<file path="config.mk">
export PLATFORM = sky130hd
export DESIGN_NAME = parallel_led_strip_bit_encoder
export DESIGN_NICKNAME = d
export VERILOG_FILES = /design/src/design/plsbe_pkg.sv /design/src/design/plsbe_cfg.sv /design/src/design/plsbe_front.sv /design/src/design/plsbe_back.sv /design/src/design/parallel_led_strip_bit_encoder.sv
export SDC_FILE = /design/constraint.sdc
export NUM_CORES = 1
export LEC_CHECK = 0
export BUFFER_PORTS_ARGS = -buffer_cell sky130_fd_sc_hd__buf_2
export CAP_MARGIN = 20
export CORE_MARGIN = 2
export CORE_UTILIZATION = 30
export DETAILED_ROUTE_END_ITERATION = 10
export HOLD_SLACK_MARGIN = 0.08
export PLACE_DENSITY = 0.49
export SLEW_MARGIN = 20
export SYNTH_ARGS = -nofsm -noshare
export SYNTH_HDL_FRONTEND = slang
export SYNTH_SLANG_ARGS = --single-unit
export TNS_END_PERCENT = 5
</file>
<file path="constraint.sdc">
create_clock -name clk -period 3.7 [get_ports clk]
set_clock_uncertainty 0.2 [all_clocks]
set_input_delay 0.74 -clock clk [delete_from_list [all_inputs] [get_ports clk]]
set_output_delay 0.74 -clock clk [all_outputs]
set_load 0.02 [all_outputs]
</file>
<file path="src/design/plsbe_pkg.sv">
package plsbe_pkg;

	localparam int LANES      = 8;
	localparam int BITS       = 8;
	localparam int DATA_W     = 64;
	localparam int LEVEL_W    = 8;
	localparam int TICK_W     = 8;
	localparam int BITNUM_W   = 3;
	localparam int PHASE_W    = 2;
	localparam int TDATA_W    = 24;
	localparam int CFG_IDX_W  = 8;
	localparam int CFG_DATA_W = 8;
	localparam int QDEPTH     = 2;
	localparam int QPTR_W     = $clog2(QDEPTH);
	localparam int QCNT_W     = $clog2(QDEPTH + 1);

	localparam logic [BITNUM_W-1:0] TOP_BIT = BITNUM_W'(BITS - 1);

	localparam logic [TICK_W-1:0] HIGH_TICKS_RST   = TICK_W'(6);
	localparam logic [TICK_W-1:0] EXTEND_TICKS_RST = TICK_W'(18);
	localparam logic [TICK_W-1:0] LOW_TICKS_RST    = TICK_W'(6);

	typedef logic [LANES-1:0] lanes_t;
	typedef logic [BITS-1:0][LANES-1:0] planes_t;

	typedef struct packed {
		planes_t planes;
		logic    frame_end;
	} column_t;

	typedef struct packed {
		logic    valid;
		column_t column;
	} queue_head_t;

	typedef struct packed {
		lanes_t              lane_enable;
		logic [TICK_W-1:0]   high_ticks;
		logic [TICK_W-1:0]   extend_ticks;
		logic [TICK_W-1:0]   low_ticks;
	} cfg_t;

	typedef enum logic [CFG_IDX_W-1:0] {
		REG_LANE_ENABLE  = CFG_IDX_W'(0),
		REG_HIGH_TICKS   = CFG_IDX_W'(1),
		REG_EXTEND_TICKS = CFG_IDX_W'(2),
		REG_LOW_TICKS    = CFG_IDX_W'(3)
	} reg_idx_t;

	typedef enum logic [PHASE_W-1:0] {
		PH_HIGH   = 2'd0,
		PH_EXTEND = 2'd1,
		PH_LOW    = 2'd2
	} phase_t;

	typedef enum logic [2:0] {
		SEG_HIGH   = 3'b001,
		SEG_EXTEND = 3'b010,
		SEG_LOW    = 3'b100
	} seg_state_t;

	// A tick count of zero is held for the shortest length instead.
	function automatic logic [TICK_W-1:0] clamp_ticks(input logic [CFG_DATA_W-1:0] t);
		return (t == '0) ? TICK_W'(1) : TICK_W'(t);
	endfunction

endpackage

</file>
<file path="src/design/plsbe_cfg.sv">
module plsbe_cfg (
	input  logic                            clk,
	input  logic                            arst_n,
	input  logic                            cfg_valid,
	output logic                            cfg_ready,
	input  logic [plsbe_pkg::CFG_IDX_W-1:0]  cfg_index,
	input  logic [plsbe_pkg::CFG_DATA_W-1:0] cfg_data,
	output plsbe_pkg::cfg_t                  cfg
);
	import plsbe_pkg::*;

	cfg_t cfg_q;

	assign cfg_ready = 1'b1;
	assign cfg       = cfg_q;

	// Tick registers hold the clamped length, so the sequencer uses them directly.
	always_ff @(posedge clk or negedge arst_n) begin
		if (!arst_n) begin
			cfg_q.lane_enable  <= '0;
			cfg_q.high_ticks   <= HIGH_TICKS_RST;
			cfg_q.extend_ticks <= EXTEND_TICKS_RST;
			cfg_q.low_ticks    <= LOW_TICKS_RST;
		end else if (cfg_valid) begin
			unique case (cfg_index)
				REG_LANE_ENABLE:  cfg_q.lane_enable  <= cfg_data[LANES-1:0];
				REG_HIGH_TICKS:   cfg_q.high_ticks   <= clamp_ticks(cfg_data);
				REG_EXTEND_TICKS: cfg_q.extend_ticks <= clamp_ticks(cfg_data);
				REG_LOW_TICKS:    cfg_q.low_ticks    <= clamp_ticks(cfg_data);
				default: ;
			endcase
		end
	end

endmodule

</file>
<file path="src/design/plsbe_front.sv">
module plsbe_front (
	input  logic                        clk,
	input  logic                        arst_n,
	input  logic                        s_tvalid,
	output logic                        s_tready,
	input  logic [plsbe_pkg::DATA_W-1:0] s_tdata,
	input  logic                        s_tlast,
	output plsbe_pkg::queue_head_t      head,
	input  logic                        pop
);
	import plsbe_pkg::*;

	column_t           mem_q [QDEPTH];
	logic [QPTR_W-1:0] wr_ptr_q;
	logic [QPTR_W-1:0] rd_ptr_q;
	logic [QCNT_W-1:0] count_q;
	column_t           col_in;
	logic              push;
	logic              do_pop;

	// Turn the byte column into bit planes: plane b holds bit b of every lane.
	always_comb begin
		col_in.frame_end = s_tlast;
		for (int b = 0; b < BITS; b++) begin
			for (int k = 0; k < LANES; k++) begin
				col_in.planes[b][k] = s_tdata[8 * k + b];
			end
		end
	end

	assign s_tready    = (count_q != QCNT_W'(QDEPTH));
	assign push        = s_tvalid && s_tready;
	assign do_pop      = pop && (count_q != '0);
	assign head.valid  = (count_q != '0);
	assign head.column = mem_q[rd_ptr_q];

	always_ff @(posedge clk) begin
		if (push) begin
			mem_q[wr_ptr_q] <= col_in;
		end
	end

	always_ff @(posedge clk or negedge arst_n) begin
		if (!arst_n) begin
			wr_ptr_q <= '0;
			rd_ptr_q <= '0;
			count_q  <= '0;
		end else begin
			if (push) begin
				wr_ptr_q <= (wr_ptr_q == QPTR_W'(QDEPTH - 1)) ? '0 : wr_ptr_q + 1'b1;
			end
			if (do_pop) begin
				rd_ptr_q <= (rd_ptr_q == QPTR_W'(QDEPTH - 1)) ? '0 : rd_ptr_q + 1'b1;
			end
			if (push && !do_pop) begin
				count_q <= count_q + 1'b1;
			end else if (!push && do_pop) begin
				count_q <= count_q - 1'b1;
			end
		end
	end

endmodule

</file>
<file path="src/design/plsbe_back.sv">
module plsbe_back (
	input  logic                         clk,
	input  logic                         arst_n,
	input  plsbe_pkg::cfg_t               cfg,
	input  plsbe_pkg::queue_head_t        head,
	output logic                         pop,
	output logic                         m_tvalid,
	input  logic                         m_tready,
	output logic [plsbe_pkg::TDATA_W-1:0] m_tdata,
	output logic                         m_tlast,
	output logic                         m_tuser
);
	import plsbe_pkg::*;

	seg_state_t          seg_q;
	logic [BITNUM_W-1:0] bit_q;
	logic                m_valid_q;
	lanes_t              levels_q;
	logic [TICK_W-1:0]   hold_q;
	logic [BITNUM_W-1:0] bitn_q;
	phase_t              phase_q;
	logic                last_q;
	logic                flast_q;

	logic                load;
	logic                seg_last;
	lanes_t              lv_next;
	logic [TICK_W-1:0]   hold_next;
	phase_t              phase_next;
	logic [LEVEL_W-1:0]  levels_ext;

	assign load     = head.valid && (!m_valid_q || m_tready);
	assign seg_last = (seg_q == SEG_LOW) && (bit_q == '0);
	// The queue head is the column in progress; it leaves with its final segment.
	assign pop      = load && seg_last;

	always_comb begin
		unique case (seg_q)
			SEG_HIGH: begin
				lv_next    = cfg.lane_enable;
				hold_next  = cfg.high_ticks;
				phase_next = PH_HIGH;
			end
			SEG_EXTEND: begin
				lv_next    = head.column.planes[bit_q] & cfg.lane_enable;
				hold_next  = cfg.extend_ticks;
				phase_next = PH_EXTEND;
			end
			SEG_LOW: begin
				lv_next    = '0;
				hold_next  = cfg.low_ticks;
				phase_next = PH_LOW;
			end
			default: begin
				lv_next    = '0;
				hold_next  = cfg.low_ticks;
				phase_next = PH_LOW;
			end
		endcase
	end

	always_ff @(posedge clk or negedge arst_n) begin
		if (!arst_n) begin
			m_valid_q <= 1'b0;
			seg_q     <= SEG_HIGH;
			bit_q     <= TOP_BIT;
		end else if (load) begin
			m_valid_q <= 1'b1;
			unique case (seg_q)
				SEG_HIGH:   seg_q <= SEG_EXTEND;
				SEG_EXTEND: seg_q <= SEG_LOW;
				SEG_LOW: begin
					seg_q <= SEG_HIGH;
					bit_q <= seg_last ? TOP_BIT : bit_q - 1'b1;
				end
				default:    seg_q <= SEG_HIGH;
			endcase
		end else if (m_tready) begin
			m_valid_q <= 1'b0;
		end
	end

	always_ff @(posedge clk) begin
		if (load) begin
			levels_q <= lv_next;
			hold_q   <= hold_next;
			bitn_q   <= bit_q;
			phase_q  <= phase_next;
			last_q   <= seg_last;
			flast_q  <= seg_last && head.column.frame_end;
		end
	end

	always_comb begin
		levels_ext              = '0;
		levels_ext[LANES-1:0]   = levels_q;
	end

	assign m_tvalid = m_valid_q;
	assign m_tdata  = {3'b000, phase_q, bitn_q, hold_q, levels_ext};
	assign m_tlast  = last_q;
	assign m_tuser  = flast_q;

endmodule

</file>
<file path="src/design/parallel_led_strip_bit_encoder.sv">
// An accepted column is written into the queue, then loaded into the back-end output registers.
// Throughput: a column is 24 segments, one segment per cycle from the back-end sequencer;
// columns follow each other without gaps while the output keeps taking words.
// A two-entry queue between front and back lets the input take columns during stalls.
// Reset: control registers return to their reset values, the queue empties and no word is shown.
module parallel_led_strip_bit_encoder (
	input  logic                            clk,
	input  logic                            arst_n,
	input  logic                            s_tvalid,
	output logic                            s_tready,
	input  logic [plsbe_pkg::DATA_W-1:0]     s_tdata,   // lane_bytes
	input  logic                            s_tlast,   // frame_end
	output logic                            m_tvalid,
	input  logic                            m_tready,
	output logic [plsbe_pkg::TDATA_W-1:0]    m_tdata,   // line_levels, hold_ticks, bit_number, phase
	output logic                            m_tlast,   // run_last
	output logic                            m_tuser,   // frame_last
	input  logic                            cfg_valid,
	output logic                            cfg_ready,
	input  logic [plsbe_pkg::CFG_IDX_W-1:0]  cfg_index,
	input  logic [plsbe_pkg::CFG_DATA_W-1:0] cfg_data
);
	import plsbe_pkg::*;

	cfg_t        cfg;
	queue_head_t head;
	logic        pop;

	plsbe_cfg u_cfg (
		.clk       (clk),
		.arst_n    (arst_n),
		.cfg_valid (cfg_valid),
		.cfg_ready (cfg_ready),
		.cfg_index (cfg_index),
		.cfg_data  (cfg_data),
		.cfg       (cfg)
	);

	plsbe_front u_front (
		.clk      (clk),
		.arst_n   (arst_n),
		.s_tvalid (s_tvalid),
		.s_tready (s_tready),
		.s_tdata  (s_tdata),
		.s_tlast  (s_tlast),
		.head     (head),
		.pop      (pop)
	);

	plsbe_back u_back (
		.clk      (clk),
		.arst_n   (arst_n),
		.cfg      (cfg),
		.head     (head),
		.pop      (pop),
		.m_tvalid (m_tvalid),
		.m_tready (m_tready),
		.m_tdata  (m_tdata),
		.m_tlast  (m_tlast),
		.m_tuser  (m_tuser)
	);

	a_last_is_final_low: assert property (@(posedge clk) disable iff (!arst_n)
		m_tvalid && m_tlast |-> (m_tdata[20:19] == PH_LOW) && (m_tdata[18:16] == 3'd0))
		else $error("last word of a column is not the low segment of bit 0");

	a_frame_on_last: assert property (@(posedge clk) disable iff (!arst_n)
		m_tvalid && m_tuser |-> m_tlast)
		else $error("frame marker on a word that does not close its column");

	a_low_all_zero: assert property (@(posedge clk) disable iff (!arst_n)
		m_tvalid && (m_tdata[20:19] == PH_LOW) |-> (m_tdata[7:0] == 8'd0))
		else $error("lane driven high during the low segment");

	a_hold_nonzero: assert property (@(posedge clk) disable iff (!arst_n)
		m_tvalid |-> (m_tdata[15:8] != 8'd0) && (m_tdata[20:19] != 2'd3))
		else $error("zero hold length or unknown phase on output");

	a_pop_only_after_take: assert property (@(posedge clk) disable iff (!arst_n)
		pop |-> head.valid && (!m_tvalid || m_tready))
		else $error("queue popped while the output word is stalled");

endmodule
</file>
==> results.json, run 1 <==
{
  "grt_max_degree": 66,
  "drive_above_1_share_pct": 36.71,
  "max-vdd-ir-drop_mv": 0.3377,
  "crit_type": "register to register",
  "cp_max_fo": 20,
  "most-common-layout-cells": "153 x edfxtp_1, 109 x buf_2, 54 x mux2_2",
  "p_sw_mw": 2.180,
  "seq_area_frac_synth_pct": 71.07,
  "startpoint": "u_back.bit_q[0]",
  "grt_pass1_vias": 4751,
  "synth_cell_type_count": 44,
  "yosys-mux-area-fraction_pct": 13.60,
  "pwr-share-seq_pct": 49.4,
  "drt_iter0_drc": 320,
  "io_pins": 115,
  "die_height_um": 167.3,
  "rrSetupSlack_ns": 0.97,
  "crit_path_end_kind": "register",
  "synth_top_area_cell": "edfxtp_1",
  "syn_area_per_cell_um2": 16.15,
  "synth.top_cell.area_share_pct": 57.46,
  "drc": 8,
  "switching_share_pct": 32.92,
  "antenna_found_initial": 0,
  "area_growth_pct": 18.40,
  "std_cell_rows": 59,
  "syn_inst": 495,
  "crit_arrival_ns": 2.84,
  "p_clk_share_pct": 27.2,
  "drt-vias-per-instance": 4.771,
  "io_buffer_count": 110,
  "cts_setup_buffers": 0,
  "r2r-end": "u_front.count_q[1]",
  "min_period_ns": 2.728,
  "synth_seq_cells": 196,
  "clock_latency_ns": 0.43,
  "num_vias": 4561,
  "ys.flop_type": "edfxtp_1",
  "hold_buffers": 0,
  "cp_data_required_time_ns": 3.82,
  "clk_pin_slew_ns": 0.08,
  "synth_warnings": 0,
  "synth_compound_area_share_pct": 5.915,
  "track_usage_pct": 12.73,
  "final_antenna_net_count": 0,
  "dieArea_um2": 27980,
  "violations": "design-rule violations",
  "async_flop_share_pct": 21.94,
  "rr_worst_depth": 9,
  "synth_edf_count": 153,
  "instances_no_fill": 956,
  "tns_ns": 0,
  "min_period_over_period_pct": 73.73,
  "grt_pass1_wl_mm": 27.03,
  "final-max-slew-violation-count": 0,
  "die_w_um": 167.3,
  "fmax_ghz": 0.3666,
  "synth-xor-area-share_pct": 0.6572,
  "netlist_area_um2": 7996,
  "grt-ovfl-total": 0,
  "antenna_cells": 0,
  "synth.area.top_cells": "edfxtp_1 57%, dfrtp_1 10%, mux2_2 7.6%",
  "hold_viol": 0,
  "cts_made_buffers": 17,
  "cp-endpoint": "u_front.count_q[1]",
  "tightest_slew_ns": 0.9170,
  "core_area_um2": 26130,
  "cts-htree-levels": 4,
  "cts_num_sinks": 196,
  "dp_hpwl_mm": 12.02,
  "worstReg2RegStart": "u_back.bit_q[0]",
  "num-nets-final": 697,
  "place.gp.congestion": 0.7178,
  "fin_total_pwr_mw": 6.624,
  "dpl.cell_count": 924,
  "p_leak_nw": 3.561,
  "post_drt_wl_per_cell_um": 18.28,
  "routed_wl_mm": 17.47,
  "setup_viol": 0,
  "cp-start-kind": "register",
  "clockRootBuffer": "clkbuf_16",
  "run_status": "complete, but fails checks",
  "final_common_cell": "edfxtp_1",
  "p_per_area_nw_per_um2": 699.7,
  "initial_utilization_pct": 30.60,
  "postCtsResizedCells": 0,
  "pwr-share-comb_pct": 23.4,
  "cellInternalPower_mw": 4.444,
  "firstDrtPassIters": 9,
  "synth_top_family_by_area": "multiplexers",
  "synth-simple-area-share_pct": 5.852,
  "synth_fa_ha_area_share_pct": 0.4694,
  "clk_path_buf_depth": 2,
  "hold_class": "input port to asynchronous set/reset pin",
  "rsz0062_at_grt": "no",
  "cts_tree": "built",
  "drv_cap": 0,
  "relSlewSlack_pct": 38.87
}
flip-flops by register name, summed over array words and instances, names as in the netlist:
name               count
u_back.m_tvalid        1
u_front.count_q        2
u_front.wr_ptr_q       1
u_back.phase_q         2
u_back.m_tuser         1
u_front.rd_ptr_q       1
u_back.seg_q           3
u_back.m_tlast         1
u_cfg.cfg             32
u_back.levels_ext      8
u_back.bitn_q          3
u_front.mem_q        130
u_back.bit_q           3
u_back.hold_q          8
cell families after synthesis:
kind of cell    count (synthesis)
xor+xnor                        6
flops                         196
compound gates                 78
fa+ha+maj                       3
buf+inv                        32
simple gates                   96
mux                            82
other cells                     2
critical path, stage by stage, from the launching register on:
cell	delay [ns]
dfstp_2	0.83
clkinv_1	0.38
ha_1	0.32
nand2b_1	0.13
nor3_1	0.09
nand2_1	0.14
ha_1	0.18
xor2_1	0.16
nor2_1	0.07
xor2_1	0.14
final cells by class:
class,instances,area (µm²)
fill,2521,16660
sequential,196,5684
multi-input combinational,269,2145
clock inverter,14,155.1
timing repair buffer,118,613.1
inverter,6,22.52
tap,335,419.2
clock buffer,18,429.2
cells in the mapped netlist (all sizes together) (10+ instances only):
cell / instances
nor2: 45
nor3: 16
dfrtp: 33
mux4: 14
edfxtp: 153
a21oi: 33
o22ai: 14
nand2: 10
mux2: 55
dfstp: 10
o21ai: 12
buf: 18
mux2i: 13
routing by layer:
layer | vias up | wire, µm | GRT usage [%]
met2 | 128 | 8122 | 19.90
met5 | - | 0 | 0
li1 | 2137 | - | -
met4 | 0 | 121 | 3.592
met3 | 6 | 876 | 3.120
met1 | 2290 | 8354 | 17.75
stage by stage:
step / instance area, µm² / setup WS [ns] / hold slack, ns / utilization [%]
6_report: 9468 / 0.9722 / 0.1106 / 36.23
5_1_grt: 9468 / 0.7607 / 0.1394 / 36.23
4_1_cts: 9465 / 0.9649 / 0.2669 / 36.22
3_5_place_dp: 8881 / 0.9904 / 0.2714 / 33.98
3_3_place_gp: 8881 / 1.044 / 0.2673 / 33.98
2_1_floorplan: 8006 / 0.5452 / 0.2444 / -
power groups by stage:
stage	logic, mW	clock network, mW	registers, mW
2_1_floorplan	0.989	0	3.31
3_3_place_gp	1.55	0	3.31
3_5_place_dp	1.57	0	3.33
4_1_cts	1.57	1.86	3.28
5_1_grt	1.71	1.95	3.33
6_report	1.55	1.80	3.27
worst min-delay path by stage:
stage,startpoint,to,cells past startpoint
final,arst_n,u_cfg.cfg[7],1
after global routing,arst_n,u_cfg.cfg[24],1
after CTS,s_tdata[28],u_front.mem_q[1][36],1
after detailed placement,u_cfg.cfg[8],u_cfg.cfg[8],2
after global placement,u_cfg.cfg[8],u_cfg.cfg[8],2
after floorplan,arst_n,u_back.m_tvalid,0
No activity file was read; power rests on OpenSTA's default activity.
==> run 2, diff against run 1 <==
Settings changed: ABC_AREA from default to 1, PLACE_DENSITY 0.49 to 0.47.
Clock period 3.7 ns to 2.8 ns, I/O delays scaled along.
==> results.json, run 2 <==
{
  "synth.most_common_cell": "nand2_1",
  "grt-ovfl-total": 0,
  "final-max-slew-violation-count": 0,
  "min_period_over_period_pct": 75.19,
  "place.gp.congestion": 0.6944,
  "antenna_found_initial": 0,
  "hp-start": "s_tdata[15]",
  "synth_edf_count": 153,
  "rsz0062_at_grt": "no",
  "synth_compound_area_share_pct": 4.095,
  "antenna_cells": 0,
  "synth_commonest_cells": "261 x nand2_1, 153 x edfxtp_1, 105 x inv_1",
  "clk_pin_slew_ns": 0.08,
  "tns_ns": 0,
  "dp_slack_ns": 0.6897,
  "core_area_um2": 27710,
  "cp_data_required_time_ns": 2.91,
  "grt_pass1_vias": 5601,
  "rrSetupSlack_ns": 0.69,
  "cp-start-kind": "register",
  "std_cell_rows": 61,
  "yosys-mux-area-fraction_pct": 0,
  "critPathSlowestCell": "dfstp_2",
  "hold_class": "input port to register",
  "cp_max_fo": 3,
  "cts_made_buffers": 17,
  "hold_viol": 0,
  "cts_tree": "built",
  "final_common_cell": "nand2_1",
  "final_antenna_net_count": 0,
  "crit_type": "register to register",
  "grt_max_degree": 66,
  "synth-xor-area-share_pct": 0.3116,
  "track_usage_pct": 14.13,
  "largest_reg_flops": 130,
  "drive_above_1_share_pct": 23.66,
  "fin_ws_ns": 0.6948,
  "netlist_area_um2": 8433,
  "p_per_area_nw_per_um2": 979.1,
  "num_vias": 5541,
  "r2r-end": "u_front.count_q[1]",
  "max-vdd-ir-drop_mv": 0.4905,
  "synth_top_area_cell": "edfxtp_1",
  "synth_warnings": 0,
  "io_pins": 115,
  "tightest_slew_ns": 0.6051,
  "crit_path_end_kind": "register",
  "run_status": "complete, no violations",
  "synth.top_cell.area_share_pct": 54.48,
  "post_drt_wl_per_cell_um": 15.14,
  "setup_viol": 0,
  "crit_arrival_ns": 2.21,
  "clockRootBuffer": "clkbuf_16",
  "cp-endpoint": "u_front.count_q[1]",
  "postLayoutCoreUtil_pct": 36.06,
  "routed_wl_mm": 19.61,
  "drc": 0,
  "area_growth_pct": 18.47,
  "dieArea_um2": 29470,
  "syn_inst": 790,
  "crit_chain": "clkinv_1, ha_1, inv_1, nor2_1, nand2_1, inv_1, nand2_1, ha_1, a21oi_1, o21ai_0, xnor2_1",
  "synth_top_family_by_area": "simple AND/OR/NAND/NOR gates",
  "p_leak_nw": 4.395,
  "most-common-layout-cells": "261 x nand2_1, 153 x edfxtp_1, 110 x buf_2",
  "cts_setup_buffers": 0,
  "drt-vias-per-instance": 4.279,
  "largest-register": "u_front.mem_q",
  "relSlewSlack_pct": 59.41,
  "min_period_ns": 2.105,
  "die_height_um": 171.7,
  "drt_iter0_drc": 260,
  "clock_latency_ns": 0.43,
  "fmax_ghz": 0.4750,
  "cpPeakStageDelay_ns": 0.53,
  "ys.flop_type": "edfxtp_1",
  "synth.area.top_cells": "edfxtp_1 54%, nand2_1 12%, dfrtp_1 9.8%",
  "synth_seq_cells": 196,
  "cts-htree-levels": 4,
  "initial_utilization_pct": 30.44,
  "drv_cap": 0,
  "num-nets-final": 993,
  "async_flop_share_pct": 21.94,
  "synth_fa_ha_area_share_pct": 0.4451,
  "startpoint": "u_back.bit_q[1]",
  "cts_num_sinks": 196,
  "firstDrtPassIters": 4,
  "worstReg2RegStart": "u_back.bit_q[1]",
  "synth_cell_type_count": 29,
  "syn_area_per_cell_um2": 10.67,
  "grt_pass1_wl_mm": 30.93,
  "synth-simple-area-share_pct": 19.75,
  "io_buffer_count": 110,
  "postCtsResizedCells": 0,
  "clk_path_buf_depth": 2,
  "die_w_um": 171.7,
  "seq_area_frac_synth_pct": 67.39,
  "dp_hpwl_mm": 12.98,
  "rr_worst_depth": 11
}
run 2: layout make-up:
type / count / area, µm²
Fill cell: 2774 / 17710
Multi-Input combinational cell: 450 / 2105
Sequential cell: 196 / 5684
Timing Repair Buffer: 128 / 738.2
Inverter: 111 / 416.7
Clock buffer: 20 / 461.7
Clock inverter: 12 / 112.6
Tap cell: 378 / 473.0
run 2: worst min-delay path by stage:
| stage | endpoint | slack, ns | cells after the start |
|---|---|---|---|
| after floorplan | u_back.m_tvalid | 0.06 | 0 |
| after global placement | u_cfg.cfg[9] | 0.27 | 2 |
| after detailed placement | u_cfg.cfg[9] | 0.27 | 2 |
| after CTS | u_front.mem_q[0][58] | 0.1 | 1 |
| after global routing | u_front.mem_q[0][23] | 0.09 | 1 |
| final | u_front.mem_q[1][58] | 0.11 | 1 |
run 2: logic make-up after synthesis:
group                      Yosys count
buffers and inverters              146
adders and majority gates            3
and+or+nand+nor                    395
DFF                                196
other                                2
AOI/OAI and AO/OA                   45
xor gates and xnor gates             3
run 2: layer usage:
layer | vias up | routed length (µm) | GRT usage (%)
met5 | - | 0 | 0
met4 | 0 | 327 | 4.311
met3 | 23 | 1112 | 3.083
met2 | 127 | 9300 | 22.93
met1 | 2607 | 8867 | 18.89
li1 | 2784 | - | -
run 2: what timing repair did:
| action | 4_1_cts | 5_1_grt |
|---|---|---|
| endpoints found under the hold margin | 9 | 0 |
| hold buffers | 1 | 0 |
| setup endpoints to repair | 0 | 0 |
run 2: power breakdown:
part           internal (mW)  leakage [nW]  switching [mW]
combinational          0.932          2.13            2.28
clock                   1.24         0.282            1.14
sequential              3.98          1.99           0.221
total                   6.15          4.39            3.63
run 2: worst max-delay path: cells and delay by family (launching register included):
family / cells / cell delay [ns]
compound gates: 2 / 0.22
simple gates: 3 / 0.26
fa+ha+maj: 2 / 0.46
flops: 1 / 0.53
buf+inv: 3 / 0.18
xor+xnor: 1 / 0.14
run 2: metrics by stage:
stage	cell area, µm²	total power, mW	hold WS, ns	cells
floorplan	8446	6.355	0.06441	792
global placement	9407	7.565	0.2655	1262
detailed placement	9407	7.560	0.2652	1262
CTS	9991	9.958	0.09659	1295
global route	9991	10.50	0.09214	1295
finish	9991	9.782	0.1140	1295
==> run 3, diff against run 2 <==
Clock period 2.8 ns to 2 ns, I/O delays scaled along.
==> results.json, run 3 (synthesis gave the netlist of run 2 again) <==
{
  "run_status": "complete, no violations",
  "p_per_area_nw_per_um2": 1290,
  "cp_max_fo": 2,
  "drc": 0,
  "hold_class": "input port to register",
  "rsz0062_at_grt": "no",
  "routed_wl_mm": 20.24,
  "cts_num_sinks": 196,
  "grt-ovfl-total": 0,
  "largest_reg_flops": 130,
  "cp-start-kind": "register",
  "cellInternalPower_mw": 8.934,
  "fin_ws_ns": 0.09159,
  "drive_above_1_share_pct": 24.68,
  "initial_utilization_pct": 30.44,
  "p_sw_mw": 5.230,
  "clock_latency_ns": 0.43,
  "grt_pass1_vias": 5747,
  "io_buffer_count": 110,
  "firstDrtPassIters": 5,
  "final_common_cell": "nand2_1",
  "cpPeakStageDelay_ns": 0.56,
  "dp_slack_ns": -0.006781,
  "dpl.cell_count": 1280,
  "final-max-slew-violation-count": 0,
  "area_growth_pct": 30.24,
  "hold_viol": 0,
  "switching_share_pct": 36.93,
  "pwr-share-seq_pct": 41.4,
  "antenna_cells": 0,
  "pwr-share-comb_pct": 35.6,
  "grt_pass1_wl_mm": 31.64,
  "grt_util_met1_pct": 19.31,
  "track_usage_pct": 14.38,
  "grt_max_degree": 37,
  "antenna_found_initial": 0,
  "instances_no_fill": 1383,
  "die_w_um": 171.7,
  "core_area_um2": 27710,
  "drt-vias-per-instance": 4.252,
  "cts-htree-levels": 4,
  "setup_viol": 0,
  "crit_arrival_ns": 2.02,
  "largest-register": "u_front.mem_q",
  "place.gp.congestion": 0.7595,
  "most-common-layout-cells": "258 x nand2_1, 153 x edfxtp_1, 110 x buf_2",
  "dieArea_um2": 29470,
  "clk_pin_slew_ns": 0.08,
  "final_antenna_net_count": 0,
  "std_cell_rows": 61,
  "postLayoutCoreUtil_pct": 39.64,
  "cts_made_buffers": 17,
  "clk_path_buf_depth": 2,
  "fmax_ghz": 0.5240,
  "grt_util_met2_pct": 23.52,
  "max-vdd-ir-drop_mv": 0.5916,
  "p_leak_nw": 4.819,
  "crit_buf_inv": 3,
  "grt.busiest_layer": "met2",
  "tns_ns": 0,
  "p_clk_share_pct": 23.1,
  "crit_chain": "clkinv_4, ha_1, inv_1, nor2_1, nand2_1, inv_2, nand2_2, ha_4, a21oi_2, o21ai_1, xnor2_1",
  "critPathSlowestCell": "dfstp_2",
  "drv_cap": 0,
  "num-nets-final": 1081,
  "cp_top_family": "flip-flops",
  "use_met3_pct": 2.416,
  "io_pins": 115,
  "cp_data_required_time_ns": 2.11,
  "dp_hpwl_mm": 13.52,
  "drt_iter0_drc": 338,
  "crit_type": "register to register",
  "post_drt_wl_per_cell_um": 14.64,
  "crit_path_end_kind": "register",
  "cts_tree": "built",
  "min_period_ns": 1.908,
  "die_height_um": 171.7,
  "min_period_over_period_pct": 95.42,
  "num_vias": 5880,
  "clockRootBuffer": "clkbuf_16"
}
run 3: changes by cell type in the layout (fill, tap and decap cells not counted), sizes merged:
cell / change
buf: +21
clkbuf: -3
dlygate4sd3: +67
inv: +1
clkinv: +2
run 3: worst reg2reg max path, delay by kind of cell (launching register included):
family	cells	cell delay, ns
buf+inv	3	0.15
compound gates	2	0.17
fa+ha+maj	2	0.38
simple gates	3	0.20
xor+xnor	1	0.12
flops	1	0.56
run 3: through the flow:
stage | cell area, µm² | total power [mW] | hold WS, ns
after floorplan | 8492 | 8.967 | -0.09559
after global placement | 9701 | 10.94 | 0.1502
after detailed placement | 9701 | 10.93 | 0.1471
after CTS | 10940 | 14.34 | 0.1181
after global routing | 10980 | 15.11 | 0.1453
final | 10980 | 14.16 | 0.1412
run 3: worst paths after layout:
check                           startpoint                 end  slack (ns)  cells past startpoint
setup / recovery           u_back.bit_q[1]  u_front.count_q[1]        0.09                     11
min in group asynchronous           arst_n       u_cfg.cfg[13]        0.21                      2
setup reg to reg           u_back.bit_q[1]  u_front.count_q[1]        0.09                     11
hold / removal                 cfg_data[4]       u_cfg.cfg[12]        0.14                      4
hold reg to reg               u_cfg.cfg[9]        u_cfg.cfg[9]        0.28                      2
max in group asynchronous           arst_n     u_back.seg_q[0]        0.81                      3
run 3: power by group through the flow:
stage	combinational, mW	clock (mW)	sequential (mW)
after global placement	4.97	0	5.97
after global routing	5.62	3.53	5.96
after CTS	5.08	3.37	5.88
final	5.04	3.27	5.86
after detailed placement	4.96	0	5.97
after floorplan	2.78	0	6.19
run 3: repair_timing:
item                       CTS  global route
hold buffers                68             0
hold endpoints to repair   167             0
setup endpoints to repair    1             3
resized for setup            1             3
pin swaps                    0             2
buffers inserted             0             3
run 3: area by class of cell:
class / instances / area, µm²
multi-input cells: 450 / 2146
well taps: 378 / 473.0
clock inverters: 15 / 137.6
inverters: 111 / 425.4
clock buffers: 17 / 425.4
repair buffers: 216 / 1692
flip-flops and latches: 196 / 5684
fillers: 2757 / 16720
run 3: metal layers:
| metal | wire length, µm | share of wire, % | vias to the layer above |
|---|---|---|---|
| met5 | 0 | 0 | - |
| met4 | 397 | 2.0 | 0 |
| met3 | 869 | 4.3 | 26 |
| met2 | 9659 | 48 | 153 |
| met1 | 9318 | 46 | 2735 |
| li1 | - | - | 2966 |
